===== src/rtl/irct_pkg.sv =====
// ============================================================================
// irct_pkg - shared types and constants for the IRC line tokeniser
// Beat payloads, parse phases, label and status codes, command text table.
// ============================================================================
`default_nettype none

package irct_pkg;

    localparam int MAX_ARGS_DEF = 15;

    // Input beat: one raw byte of the line
    typedef struct packed {
        logic [7:0] line_byte;
        logic       line_end;
    } line_in_t;

    // Result beat: the byte and its label
    typedef struct packed {
        logic [7:0] out_byte;
        logic [2:0] field_kind;
        logic [4:0] arg_number;
        logic       field_first;
        logic       line_done;
        logic [1:0] message_kind;
        logic [2:0] status;
    } line_out_t;

    typedef enum logic [3:0] {
        PH_START,
        PH_PREFIX,
        PH_CMD_WAIT,
        PH_CMD,
        PH_ARG_WAIT,
        PH_MIDDLE,
        PH_TRAIL,
        PH_MIDDLE_DROP,
        PH_TRAIL_DROP
    } phase_t;

    // Prefix parts
    localparam logic [1:0] PP_SENDER = 2'd0;
    localparam logic [1:0] PP_USER   = 2'd1;
    localparam logic [1:0] PP_HOST   = 2'd2;

    // Field labels
    localparam logic [2:0] FK_NONE   = 3'd0;
    localparam logic [2:0] FK_SENDER = 3'd1;
    localparam logic [2:0] FK_CMD    = 3'd4;
    localparam logic [2:0] FK_MIDDLE = 3'd5;
    localparam logic [2:0] FK_TRAIL  = 3'd6;

    // Message kinds
    localparam logic [1:0] MK_UNKNOWN = 2'd0;
    localparam logic [1:0] MK_PING    = 2'd1;
    localparam logic [1:0] MK_PRIVMSG = 2'd2;
    localparam logic [1:0] MK_JOIN    = 2'd3;

    // Status codes
    localparam logic [2:0] ST_OK          = 3'd0;
    localparam logic [2:0] ST_NO_CMD      = 3'd1;
    localparam logic [2:0] ST_EMPTY_PFX   = 3'd2;
    localparam logic [2:0] ST_NO_USER     = 3'd3;
    localparam logic [2:0] ST_NO_HOST     = 3'd4;
    localparam logic [2:0] ST_BAD_ARGCNT  = 3'd5;

    // Delimiter bytes
    localparam logic [7:0] CH_COLON = 8'h3A;
    localparam logic [7:0] CH_BANG  = 8'h21;
    localparam logic [7:0] CH_AT    = 8'h40;
    localparam logic [7:0] CH_SPACE = 8'h20;

    // Command table index: 0 PING, 1 PRIVMSG, 2 JOIN
    localparam logic [1:0] CMD_PING    = 2'd0;
    localparam logic [1:0] CMD_PRIVMSG = 2'd1;
    localparam logic [1:0] CMD_JOIN    = 2'd2;

    // Command byte control towards the matcher
    typedef struct packed {
        logic       step;
        logic       feed;
        logic       clear;
        logic [7:0] cmd_byte;
    } cmd_ctl_t;

    // Matcher state after the current beat
    typedef struct packed {
        logic [2:0] match_mask;
        logic [3:0] length;
    } cmd_status_t;

    function automatic logic [3:0] cmd_len(input logic [1:0] sel);
        logic [3:0] len;
        case (sel)
            CMD_PING:    len = 4'd4;
            CMD_PRIVMSG: len = 4'd7;
            CMD_JOIN:    len = 4'd4;
            default:     len = 4'd0;
        endcase
        return len;
    endfunction

    function automatic logic [7:0] cmd_char(input logic [1:0] sel, input logic [2:0] pos);
        logic [7:0] ch;
        case ({sel, pos})
            {CMD_PING, 3'd0}:    ch = 8'h50; // P
            {CMD_PING, 3'd1}:    ch = 8'h49; // I
            {CMD_PING, 3'd2}:    ch = 8'h4E; // N
            {CMD_PING, 3'd3}:    ch = 8'h47; // G
            {CMD_PRIVMSG, 3'd0}: ch = 8'h50; // P
            {CMD_PRIVMSG, 3'd1}: ch = 8'h52; // R
            {CMD_PRIVMSG, 3'd2}: ch = 8'h49; // I
            {CMD_PRIVMSG, 3'd3}: ch = 8'h56; // V
            {CMD_PRIVMSG, 3'd4}: ch = 8'h4D; // M
            {CMD_PRIVMSG, 3'd5}: ch = 8'h53; // S
            {CMD_PRIVMSG, 3'd6}: ch = 8'h47; // G
            {CMD_JOIN, 3'd0}:    ch = 8'h4A; // J
            {CMD_JOIN, 3'd1}:    ch = 8'h4F; // O
            {CMD_JOIN, 3'd2}:    ch = 8'h49; // I
            {CMD_JOIN, 3'd3}:    ch = 8'h4E; // N
            default:             ch = 8'h00;
        endcase
        return ch;
    endfunction

endpackage

`default_nettype wire


===== src/rtl/irct_cmd_match.sv =====
// ============================================================================
// irct_cmd_match - case-blind command matcher
// Tracks which of PING, PRIVMSG, JOIN still match and the command length.
// ============================================================================
`default_nettype none

module irct_cmd_match (
    input  wire logic                  clk,
    input  wire logic                  rst_n,
    input  wire irct_pkg::cmd_ctl_t    ctl,
    output irct_pkg::cmd_status_t      cmd
);

    logic [2:0] matches_reg;
    logic [3:0] length_reg;
    logic [2:0] matches_next;
    logic [3:0] length_next;
    logic [7:0] upper;
    logic [2:0] hit;

    // fold a-z to upper case
    always_comb
    begin
        upper = ctl.cmd_byte;
        if (ctl.cmd_byte >= 8'h61 && ctl.cmd_byte <= 8'h7A)
        begin
            upper = ctl.cmd_byte - 8'h20;
        end
    end

    always_comb
    begin
        for (int i = 0; i < 3; i++)
        begin
            hit[i] = (length_reg < irct_pkg::cmd_len(2'(i))) &&
                     (irct_pkg::cmd_char(2'(i), length_reg[2:0]) == upper);
        end
    end

    assign matches_next = ctl.feed ? (matches_reg & hit) : matches_reg;
    assign length_next  = (ctl.feed && length_reg != 4'd15) ? length_reg + 4'd1 : length_reg;

    assign cmd.match_mask = matches_next;
    assign cmd.length     = length_next;

    always_ff @(posedge clk or negedge rst_n)
    begin
        if (!rst_n)
        begin
            matches_reg <= 3'b111;
            length_reg  <= 4'd0;
        end
        else if (ctl.step)
        begin
            if (ctl.clear)
            begin
                matches_reg <= 3'b111;
                length_reg  <= 4'd0;
            end
            else
            begin
                matches_reg <= matches_next;
                length_reg  <= length_next;
            end
        end
    end

endmodule

`default_nettype wire


===== src/rtl/irct_parser.sv =====
// ============================================================================
// irct_parser - line phase state machine and byte labelling
// Holds the parse phase, prefix part and argument count; builds the result.
// ============================================================================
`default_nettype none

module irct_parser #(
    parameter int MAX_ARGS = irct_pkg::MAX_ARGS_DEF
) (
    input  wire logic                  clk,
    input  wire logic                  rst_n,
    input  wire logic                  step,
    input  wire irct_pkg::line_in_t    beat,
    input  wire irct_pkg::cmd_status_t cmd,
    output irct_pkg::cmd_ctl_t         cmd_ctl,
    output irct_pkg::line_out_t        result
);

    irct_pkg::phase_t phase_reg, phase_next;
    logic [1:0] part_reg, part_next;
    logic       inside_reg, inside_next;
    logic [4:0] count_reg, count_next;
    logic [2:0] err_reg, err_next, err_end;

    logic is_sp, is_colon, is_bang, is_at, at_limit;
    logic [1:0] kind_code;

    assign is_sp    = beat.line_byte == irct_pkg::CH_SPACE;
    assign is_colon = beat.line_byte == irct_pkg::CH_COLON;
    assign is_bang  = beat.line_byte == irct_pkg::CH_BANG;
    assign is_at    = beat.line_byte == irct_pkg::CH_AT;
    assign at_limit = count_reg >= 5'(MAX_ARGS);

    // keep only the first error
    function automatic logic [2:0] note(input logic [2:0] e, input logic [2:0] c);
        return (e != irct_pkg::ST_OK) ? e : c;
    endfunction

    // error raised when a prefix part is closed
    function automatic logic [2:0] close_code(input logic [1:0] part, input logic has_bytes);
        logic [2:0] c;
        c = irct_pkg::ST_OK;
        if (!has_bytes)
        begin
            if (part == irct_pkg::PP_SENDER)
                c = irct_pkg::ST_EMPTY_PFX;
            else if (part == irct_pkg::PP_USER)
                c = irct_pkg::ST_NO_USER;
            else
                c = irct_pkg::ST_NO_HOST;
        end
        else if (part == irct_pkg::PP_USER)
        begin
            c = irct_pkg::ST_NO_HOST;
        end
        return c;
    endfunction

    // next state
    always_comb
    begin
        phase_next  = phase_reg;
        part_next   = part_reg;
        inside_next = inside_reg;
        count_next  = count_reg;
        err_next    = err_reg;
        case (phase_reg)
            irct_pkg::PH_PREFIX:
            begin
                if (is_sp)
                begin
                    err_next   = note(err_reg, close_code(part_reg, inside_reg));
                    phase_next = irct_pkg::PH_CMD_WAIT;
                end
                else if (part_reg == irct_pkg::PP_SENDER && (is_bang || is_at))
                begin
                    if (!inside_reg)
                        err_next = note(err_reg, irct_pkg::ST_EMPTY_PFX);
                    part_next   = is_bang ? irct_pkg::PP_USER : irct_pkg::PP_HOST;
                    inside_next = 1'b0;
                end
                else if (part_reg == irct_pkg::PP_USER && is_at)
                begin
                    if (!inside_reg)
                        err_next = note(err_reg, irct_pkg::ST_NO_USER);
                    part_next   = irct_pkg::PP_HOST;
                    inside_next = 1'b0;
                end
                else if (!(part_reg == irct_pkg::PP_HOST && is_at))
                begin
                    inside_next = 1'b1;
                end
            end
            irct_pkg::PH_CMD_WAIT:
            begin
                if (!is_sp)
                    phase_next = irct_pkg::PH_CMD;
            end
            irct_pkg::PH_CMD:
            begin
                if (is_sp)
                    phase_next = irct_pkg::PH_ARG_WAIT;
            end
            irct_pkg::PH_ARG_WAIT:
            begin
                if (is_sp)
                begin
                    phase_next = irct_pkg::PH_ARG_WAIT;
                end
                else if (at_limit)
                begin
                    phase_next = is_colon ? irct_pkg::PH_TRAIL_DROP : irct_pkg::PH_MIDDLE_DROP;
                end
                else if (is_colon)
                begin
                    count_next  = count_reg + 5'd1;
                    phase_next  = irct_pkg::PH_TRAIL;
                    inside_next = 1'b0;
                end
                else
                begin
                    count_next = count_reg + 5'd1;
                    phase_next = irct_pkg::PH_MIDDLE;
                end
            end
            irct_pkg::PH_MIDDLE, irct_pkg::PH_MIDDLE_DROP:
            begin
                if (is_sp)
                    phase_next = irct_pkg::PH_ARG_WAIT;
            end
            irct_pkg::PH_TRAIL:
            begin
                inside_next = 1'b1;
            end
            irct_pkg::PH_TRAIL_DROP:
            begin
                phase_next = irct_pkg::PH_TRAIL_DROP;
            end
            default:
            begin
                if (is_colon)
                begin
                    phase_next  = irct_pkg::PH_PREFIX;
                    part_next   = irct_pkg::PP_SENDER;
                    inside_next = 1'b0;
                end
                else if (!is_sp)
                begin
                    phase_next = irct_pkg::PH_CMD;
                end
            end
        endcase
        // line ending inside the prefix closes the open part
        err_end = (phase_next == irct_pkg::PH_PREFIX)
                ? note(err_next, close_code(part_next, inside_next)) : err_next;
    end

    // command matcher control
    always_comb
    begin
        cmd_ctl.step     = step;
        cmd_ctl.clear    = beat.line_end;
        cmd_ctl.cmd_byte = beat.line_byte;
        case (phase_reg)
            irct_pkg::PH_START:    cmd_ctl.feed = !is_sp && !is_colon;
            irct_pkg::PH_CMD_WAIT: cmd_ctl.feed = !is_sp;
            irct_pkg::PH_CMD:      cmd_ctl.feed = !is_sp;
            default:               cmd_ctl.feed = 1'b0;
        endcase
    end

    // recognised command, first match wins
    always_comb
    begin
        if (cmd.match_mask[0] && cmd.length == irct_pkg::cmd_len(irct_pkg::CMD_PING))
            kind_code = irct_pkg::MK_PING;
        else if (cmd.match_mask[1] && cmd.length == irct_pkg::cmd_len(irct_pkg::CMD_PRIVMSG))
            kind_code = irct_pkg::MK_PRIVMSG;
        else if (cmd.match_mask[2] && cmd.length == irct_pkg::cmd_len(irct_pkg::CMD_JOIN))
            kind_code = irct_pkg::MK_JOIN;
        else
            kind_code = irct_pkg::MK_UNKNOWN;
    end

    // outputs
    always_comb
    begin
        result              = '0;
        result.out_byte     = beat.line_byte;
        result.line_done    = beat.line_end;
        result.field_kind   = irct_pkg::FK_NONE;
        result.arg_number   = 5'd0;
        result.field_first  = 1'b0;
        result.message_kind = irct_pkg::MK_UNKNOWN;
        result.status       = irct_pkg::ST_OK;
        case (phase_reg)
            irct_pkg::PH_PREFIX:
            begin
                if (!is_sp
                    && !(part_reg == irct_pkg::PP_SENDER && (is_bang || is_at))
                    && !(part_reg != irct_pkg::PP_SENDER && is_at))
                begin
                    result.field_kind  = irct_pkg::FK_SENDER + {1'b0, part_reg};
                    result.field_first = !inside_reg;
                end
            end
            irct_pkg::PH_CMD_WAIT:
            begin
                if (!is_sp)
                begin
                    result.field_kind  = irct_pkg::FK_CMD;
                    result.field_first = 1'b1;
                end
            end
            irct_pkg::PH_CMD:
            begin
                if (!is_sp)
                    result.field_kind = irct_pkg::FK_CMD;
            end
            irct_pkg::PH_ARG_WAIT:
            begin
                if (!is_sp && !at_limit && !is_colon)
                begin
                    result.field_kind  = irct_pkg::FK_MIDDLE;
                    result.field_first = 1'b1;
                    result.arg_number  = count_reg;
                end
            end
            irct_pkg::PH_MIDDLE:
            begin
                if (!is_sp)
                begin
                    result.field_kind = irct_pkg::FK_MIDDLE;
                    result.arg_number = count_reg - 5'd1;
                end
            end
            irct_pkg::PH_TRAIL:
            begin
                result.field_kind  = irct_pkg::FK_TRAIL;
                result.arg_number  = count_reg - 5'd1;
                result.field_first = !inside_reg;
            end
            irct_pkg::PH_START:
            begin
                if (!is_sp && !is_colon)
                begin
                    result.field_kind  = irct_pkg::FK_CMD;
                    result.field_first = 1'b1;
                end
            end
            default:
            begin
                result.field_kind = irct_pkg::FK_NONE;
            end
        endcase

        if (beat.line_end)
        begin
            if (err_end != irct_pkg::ST_OK)
                result.status = err_end;
            else if (phase_next == irct_pkg::PH_START || phase_next == irct_pkg::PH_PREFIX
                     || phase_next == irct_pkg::PH_CMD_WAIT)
                result.status = irct_pkg::ST_NO_CMD;
            else if ((kind_code == irct_pkg::MK_PING || kind_code == irct_pkg::MK_JOIN)
                     && (count_next < 5'd1 || count_next > 5'd2))
                result.status = irct_pkg::ST_BAD_ARGCNT;
            else if (kind_code == irct_pkg::MK_PRIVMSG && count_next != 5'd2)
                result.status = irct_pkg::ST_BAD_ARGCNT;
            else
                result.message_kind = kind_code;
        end
    end

    always_ff @(posedge clk or negedge rst_n)
    begin
        if (!rst_n)
        begin
            phase_reg  <= irct_pkg::PH_START;
            part_reg   <= irct_pkg::PP_SENDER;
            inside_reg <= 1'b0;
            count_reg  <= 5'd0;
            err_reg    <= irct_pkg::ST_OK;
        end
        else if (step)
        begin
            if (beat.line_end)
            begin
                phase_reg  <= irct_pkg::PH_START;
                part_reg   <= irct_pkg::PP_SENDER;
                inside_reg <= 1'b0;
                count_reg  <= 5'd0;
                err_reg    <= irct_pkg::ST_OK;
            end
            else
            begin
                phase_reg  <= phase_next;
                part_reg   <= part_next;
                inside_reg <= inside_next;
                count_reg  <= count_next;
                err_reg    <= err_next;
            end
        end
    end

endmodule

`default_nettype wire


===== src/rtl/irc_line_tokenizer.sv =====
// ============================================================================
// irc_line_tokenizer - labels the bytes of an IRC message line
// Input register, one pass of phase logic, result register; one byte a cycle unless the receiver stalls.
// ============================================================================
// Usage:
//   in_valid/in_ready/in_data carry one raw byte of the line per beat, with
//   line_end set on the final byte. out_valid/out_ready/out_data return one
//   result beat per input beat, in order: the byte, its field label, the
//   argument number and, on the final byte, the message kind and status.
//   An input beat passes through the input register, then the result register,
//   to become a result beat. Throughput is one byte per cycle while the receiver
//   keeps out_ready high, with a single phase update between the two registers.
//   Reset clears the parse state to start of line and empties both register
//   stages. After the final byte of a line the parse state returns to start
//   of line, so the next line may follow in the very next cycle.
//   If the receiver stalls, the result register holds its beat, the input
//   register fills behind it and in_ready then drops until out_ready returns.
// ============================================================================
`default_nettype none

module irc_line_tokenizer #(
    parameter int MAX_ARGS = irct_pkg::MAX_ARGS_DEF
) (
    input  wire logic                clk,
    input  wire logic                rst_n,
    input  wire logic                in_valid,
    output logic                     in_ready,
    input  wire irct_pkg::line_in_t  in_data,
    output logic                     out_valid,
    input  wire logic                out_ready,
    output irct_pkg::line_out_t      out_data
);

    // input stage
    logic                 in_valid_reg;
    irct_pkg::line_in_t   in_data_reg;

    // result stage
    logic                 out_valid_reg;
    irct_pkg::line_out_t  out_data_reg;

    logic                  advance;   // result register can take a beat
    logic                  step;      // parse the held byte this cycle
    irct_pkg::cmd_ctl_t    cmd_ctl;
    irct_pkg::cmd_status_t cmd_status;
    irct_pkg::line_out_t   result;

    assign advance  = !out_valid_reg || out_ready;
    assign step     = in_valid_reg && advance;
    assign in_ready = !in_valid_reg || advance;

    assign out_valid = out_valid_reg;
    assign out_data  = out_data_reg;

    irct_parser #(
        .MAX_ARGS (MAX_ARGS)
    ) u_parser (
        .clk     (clk),
        .rst_n   (rst_n),
        .step    (step),
        .beat    (in_data_reg),
        .cmd     (cmd_status),
        .cmd_ctl (cmd_ctl),
        .result  (result)
    );

    irct_cmd_match u_cmd_match (
        .clk   (clk),
        .rst_n (rst_n),
        .ctl   (cmd_ctl),
        .cmd   (cmd_status)
    );

    // input register: refilled whenever its beat moves on
    always_ff @(posedge clk or negedge rst_n)
    begin
        if (!rst_n)
        begin
            in_valid_reg <= 1'b0;
        end
        else if (in_ready)
        begin
            in_valid_reg <= in_valid;
        end
    end

    always_ff @(posedge clk)
    begin
        if (in_valid && in_ready)
        begin
            in_data_reg <= in_data;
        end
    end

    // result register
    always_ff @(posedge clk or negedge rst_n)
    begin
        if (!rst_n)
        begin
            out_valid_reg <= 1'b0;
        end
        else if (advance)
        begin
            out_valid_reg <= in_valid_reg;
        end
    end

    always_ff @(posedge clk)
    begin
        if (step)
        begin
            out_data_reg <= result;
        end
    end

    // ------------------------------------------------------------------------
    // Assertions
    // ------------------------------------------------------------------------

    // summary fields only on the final byte of a line
    a_summary_on_done: assert property (@(posedge clk) disable iff (!rst_n)
        out_valid && !out_data.line_done |->
            out_data.message_kind == irct_pkg::MK_UNKNOWN
            && out_data.status == irct_pkg::ST_OK)
        else $error("summary fields set on a byte that is not the last");

    // a recognised message is always reported with status ok
    a_kind_needs_ok: assert property (@(posedge clk) disable iff (!rst_n)
        out_valid && out_data.message_kind != irct_pkg::MK_UNKNOWN |->
            out_data.status == irct_pkg::ST_OK)
        else $error("message kind reported together with an error");

    // argument number only on argument bytes
    a_argn_on_args: assert property (@(posedge clk) disable iff (!rst_n)
        out_valid && out_data.field_kind != irct_pkg::FK_MIDDLE
        && out_data.field_kind != irct_pkg::FK_TRAIL |->
            out_data.arg_number == 5'd0)
        else $error("argument number on a byte outside an argument");

    // with the result stage empty the input side never stalls
    a_ready_when_empty: assert property (@(posedge clk) disable iff (!rst_n)
        !out_valid |-> in_ready)
        else $error("input stalled while result stage empty");

endmodule

`default_nettype wire

===== config.mk =====
export PLATFORM = sky130hd
export DESIGN_NAME = irc_line_tokenizer
export DESIGN_NICKNAME = d
export VERILOG_FILES = /design/src/rtl/irct_pkg.sv /design/src/rtl/irct_cmd_match.sv /design/src/rtl/irct_parser.sv /design/src/rtl/irc_line_tokenizer.sv
export SDC_FILE = /design/constraint.sdc
export NUM_CORES = 1
export LEC_CHECK = 0
export BUFFER_PORTS_ARGS = -buffer_cell sky130_fd_sc_hd__buf_2
export CAP_MARGIN = 20
export CORE_MARGIN = 1
export CORE_UTILIZATION = 50
export CTS_CLUSTER_SIZE = 20
export DETAILED_ROUTE_END_ITERATION = 12
export GPL_TIMING_DRIVEN = 1
export PLACE_DENSITY = 0.69
export SLEW_MARGIN = 20
export SYNTH_ARGS = -nofsm -noshare
export SYNTH_HDL_FRONTEND = slang
export SYNTH_SLANG_ARGS = --single-unit

===== constraint.sdc =====
create_clock -name clk -period 4.2 [get_ports clk]
set_input_delay 1.05 -clock clk [delete_from_list [all_inputs] [get_ports clk]]
set_output_delay 1.05 -clock clk [all_outputs]
set_load 0.02 [all_outputs]

==> impl_metrics.env <==
export IMPL_status="completed"
export IMPL_synth_cell_type_count=75
export IMPL_synth_area_leaders="edfxtp_1 (25%), dfrtp_1 (14%), ha_1 (4.9%)"
export IMPL_vias=3490
export IMPL_synth_fp_nets=460
export IMPL_fillers=641
export IMPL_ctsRootBufferMaster="clkbuf_8"
export IMPL_fin_worst_skew_ps=7.335
export IMPL_drive_above_1_share_pct=14.35
export IMPL_path_max_fanout=11
export IMPL_finalCritPeriodShare_pct=84.48
export IMPL_coreArea_mm2=0.007331
export IMPL_die_area_mm2=0.008055
export IMPL_largest_reg_flops=23
export IMPL_cts_resized=0
export IMPL_clkTransAtPathRegs_ps=100
export IMPL_hold_slack_ps=503.5
export IMPL_synth_most_common_cell="nand2_1"
export IMPL_syn_to_final_growth_pct=9.035
export IMPL_p_leak_nw=1.716
export IMPL_drc=0
export IMPL_crit_type="flop to flop"
export IMPL_grt_usage_pct=24.41
export IMPL_place_congestion=0.9283
export IMPL_post_route_min_period_ps=3548
export IMPL_htreeDepth=2
export IMPL_ys_top_cells_by_count="nand2_1 (41), nor2_1 (34), o21ai_0 (34)"
export IMPL_synth_top_area_share_pct=24.96
export IMPL_drt_wl_total_um=9509
export IMPL_portBuffers=37
export IMPL_row_count=31
export IMPL_p_per_area_mw_per_mm2=385.8
export IMPL_grt_overflow=0
export IMPL_netlist_area_mm2=0.003850
export IMPL_synth_area_leader_cell="edfxtp_1"
export IMPL_clock_latency_ps=310
export IMPL_synth_edf_count=32
export IMPL_wl_per_cell_um=17.01
export IMPL_ys_seq_elements=56
export IMPL_yosysWarnings=0
export IMPL_synthCells=432
export IMPL_numCtsBuffers=5
export IMPL_end_kind="flop"
export IMPL_first_pass_iters=5
export IMPL_arrival_ps=3600
export IMPL_die_w_um=89.75
export IMPL_diodes=0
export IMPL_syn_area_per_cell_um2=8.912
export IMPL_maxSlewViolCount=0
export IMPL_slew_headroom_pct=39.85
export IMPL_async_reset_ff_share_pct=42.86
export IMPL_fin_tns_setup_ps=0
export IMPL_grt_pass1_vias=3220
export IMPL_cp_required_ps=4250
export IMPL_layout_nets=487
export IMPL_hpwl_um=6955
export IMPL_cts_setup_buffers=0
export IMPL_cts_tree="built"
export IMPL_ir_drop_v=0.0002519
export IMPL_holdBufCountCts=0
export IMPL_cap_violations=0
export IMPL_grt_max_degree=32
export IMPL_ys_seq_area_share_pct=40.66
export IMPL_finalHoldViolations=0
export IMPL_hold_path_class="flop to flop"
export IMPL_rsz0062_at_grt="false"
export IMPL_antenna_found_initial=0
export IMPL_ant_nets=0
export IMPL_post_route_util_pct=57.26
export IMPL_die_h_um=89.75
export IMPL_start_kind="flop"
export IMPL_ctsLongestPathBuffers=2
export IMPL_initial_utilization_pct=52.52
export IMPL_tightest_slew_ps=899.0
export IMPL_setup_viol=0
export IMPL_via_per_inst=6.243
export IMPL_clock_sinks=56
export IMPL_pin_count=38
export IMPL_drt_iter0_drc=264
export IMPL_synthFlopType="edfxtp_1"
export IMPL_fmaxAchievable_mhz=281.8
export IMPL_grt_pass1_wl_um=15770
## per-stage QoR
step                instance area, um^2  power (W)  instances  setup WS [ps]
finish                             4198   0.001620        559          652.0
global route                       4198   0.001715        559          417.5
CTS                                4198   0.001617        559          680.1
detailed placement                 4113   0.001322        551          701.9
global placement                   4113   0.001315        551          754.3
floorplan                          3850   0.001179        432          857.8
## critical path, stage by stage, from the launching register on
cell and delay [ps]:
dfrtp_1 530, ha_1 360, ha_1 430, o21ai_0 200, and4_1 240, or4_4 480, or4_1 510, a22o_1 280
o21ai_4 170, nor3_1 70
## final cells by class
cell class / count / area, um^2 / share of cell area [%]
well taps: 99 / 123.9 / 2.951
clock inverters: 1 / 8.758 / 0.2086
repair buffers: 45 / 245.2 / 5.842
clock buffers: 7 / 76.32 / 1.818
inverters: 25 / 93.84 / 2.235
flip-flops and latches: 56 / 1565 / 37.29
multi-input cells: 326 / 2085 / 49.66
## path summary, 6_finish.rpt
| check | startpoint | endpoint | slack, ps | depth (start not counted) |
|---|---|---|---|---|
| worst max-delay path | u_cmd_match.length_reg[1] | out_data[3] | 650 | 9 |
| min in group asynchronous | rst_n | u_parser.part_reg[1] | 720 | 1 |
| worst min register to register | u_cmd_match.matches_reg[0] | u_cmd_match.matches_reg[0] | 500 | 2 |
| worst max register to register | u_cmd_match.length_reg[1] | out_data[3] | 650 | 9 |
| worst min-delay path | u_cmd_match.matches_reg[0] | u_cmd_match.matches_reg[0] | 500 | 2 |
| max in group asynchronous | rst_n | u_parser.err_reg[0] | 3090 | 1 |
## power by group
part / internal (W) / total, W / switching [W]
Sequential: 0.000649 / 0.000720 / 0.0000708
Clock: 0.000120 / 0.000298 / 0.000179
Combinational: 0.000245 / 0.000601 / 0.000356
## cells by family (layout without fill, tap and decap cells)
family | count (synthesis) | in the layout | synth area share, %
compound gates | 140 | 140 | 24.60
xor+xnor | 9 | 9 | 2.048
fa+ha+maj | 15 | 15 | 4.875
buf+inv | 50 | 78 | 5.200
flops | 56 | 56 | 40.66
mux | 2 | 2 | 0.5200
simple gates | 160 | 160 | 22.10
## per-layer routing
layer | up-vias | wire (um) | share of wire, % | GRT usage (%)
li1 | 1675 | - | - | -
met1 | 1657 | 4274 | 45 | 33.19
met2 | 133 | 4340 | 46 | 39.04
met3 | 25 | 561 | 5.9 | 2.876
met4 | 0 | 332 | 3.5 | 11.20
met5 | - | 0 | 0 | 0
## cell usage in the layout (no fill, tap or decap), types with 4 or more instances in the layout
cell type,netlist,final
nand2_1,41,41
buf_2,4,37
nor2_1,34,34
o21ai_0,34,34
edfxtp_1,32,32
a21oi_1,24,24
inv_1,24,24
dfrtp_1,21,21
nor3_1,15,15
ha_1,15,15
a31oi_1,12,12
nand3_1,8,8
buf_4,2,8
xnor2_1,7,7
o31ai_1,7,7
a21o_1,7,7
nor2b_1,7,7
nand4_1,6,6
or3_1,6,6
a211oi_1,6,6
and2_1,6,6
nand2b_1,6,6
clkbuf_8,0,5
or4_1,4,4
a22o_1,4,4
o211ai_1,4,4
nor4_1,4,4
o22ai_1,4,4
(Power assumes the default switching activity.)
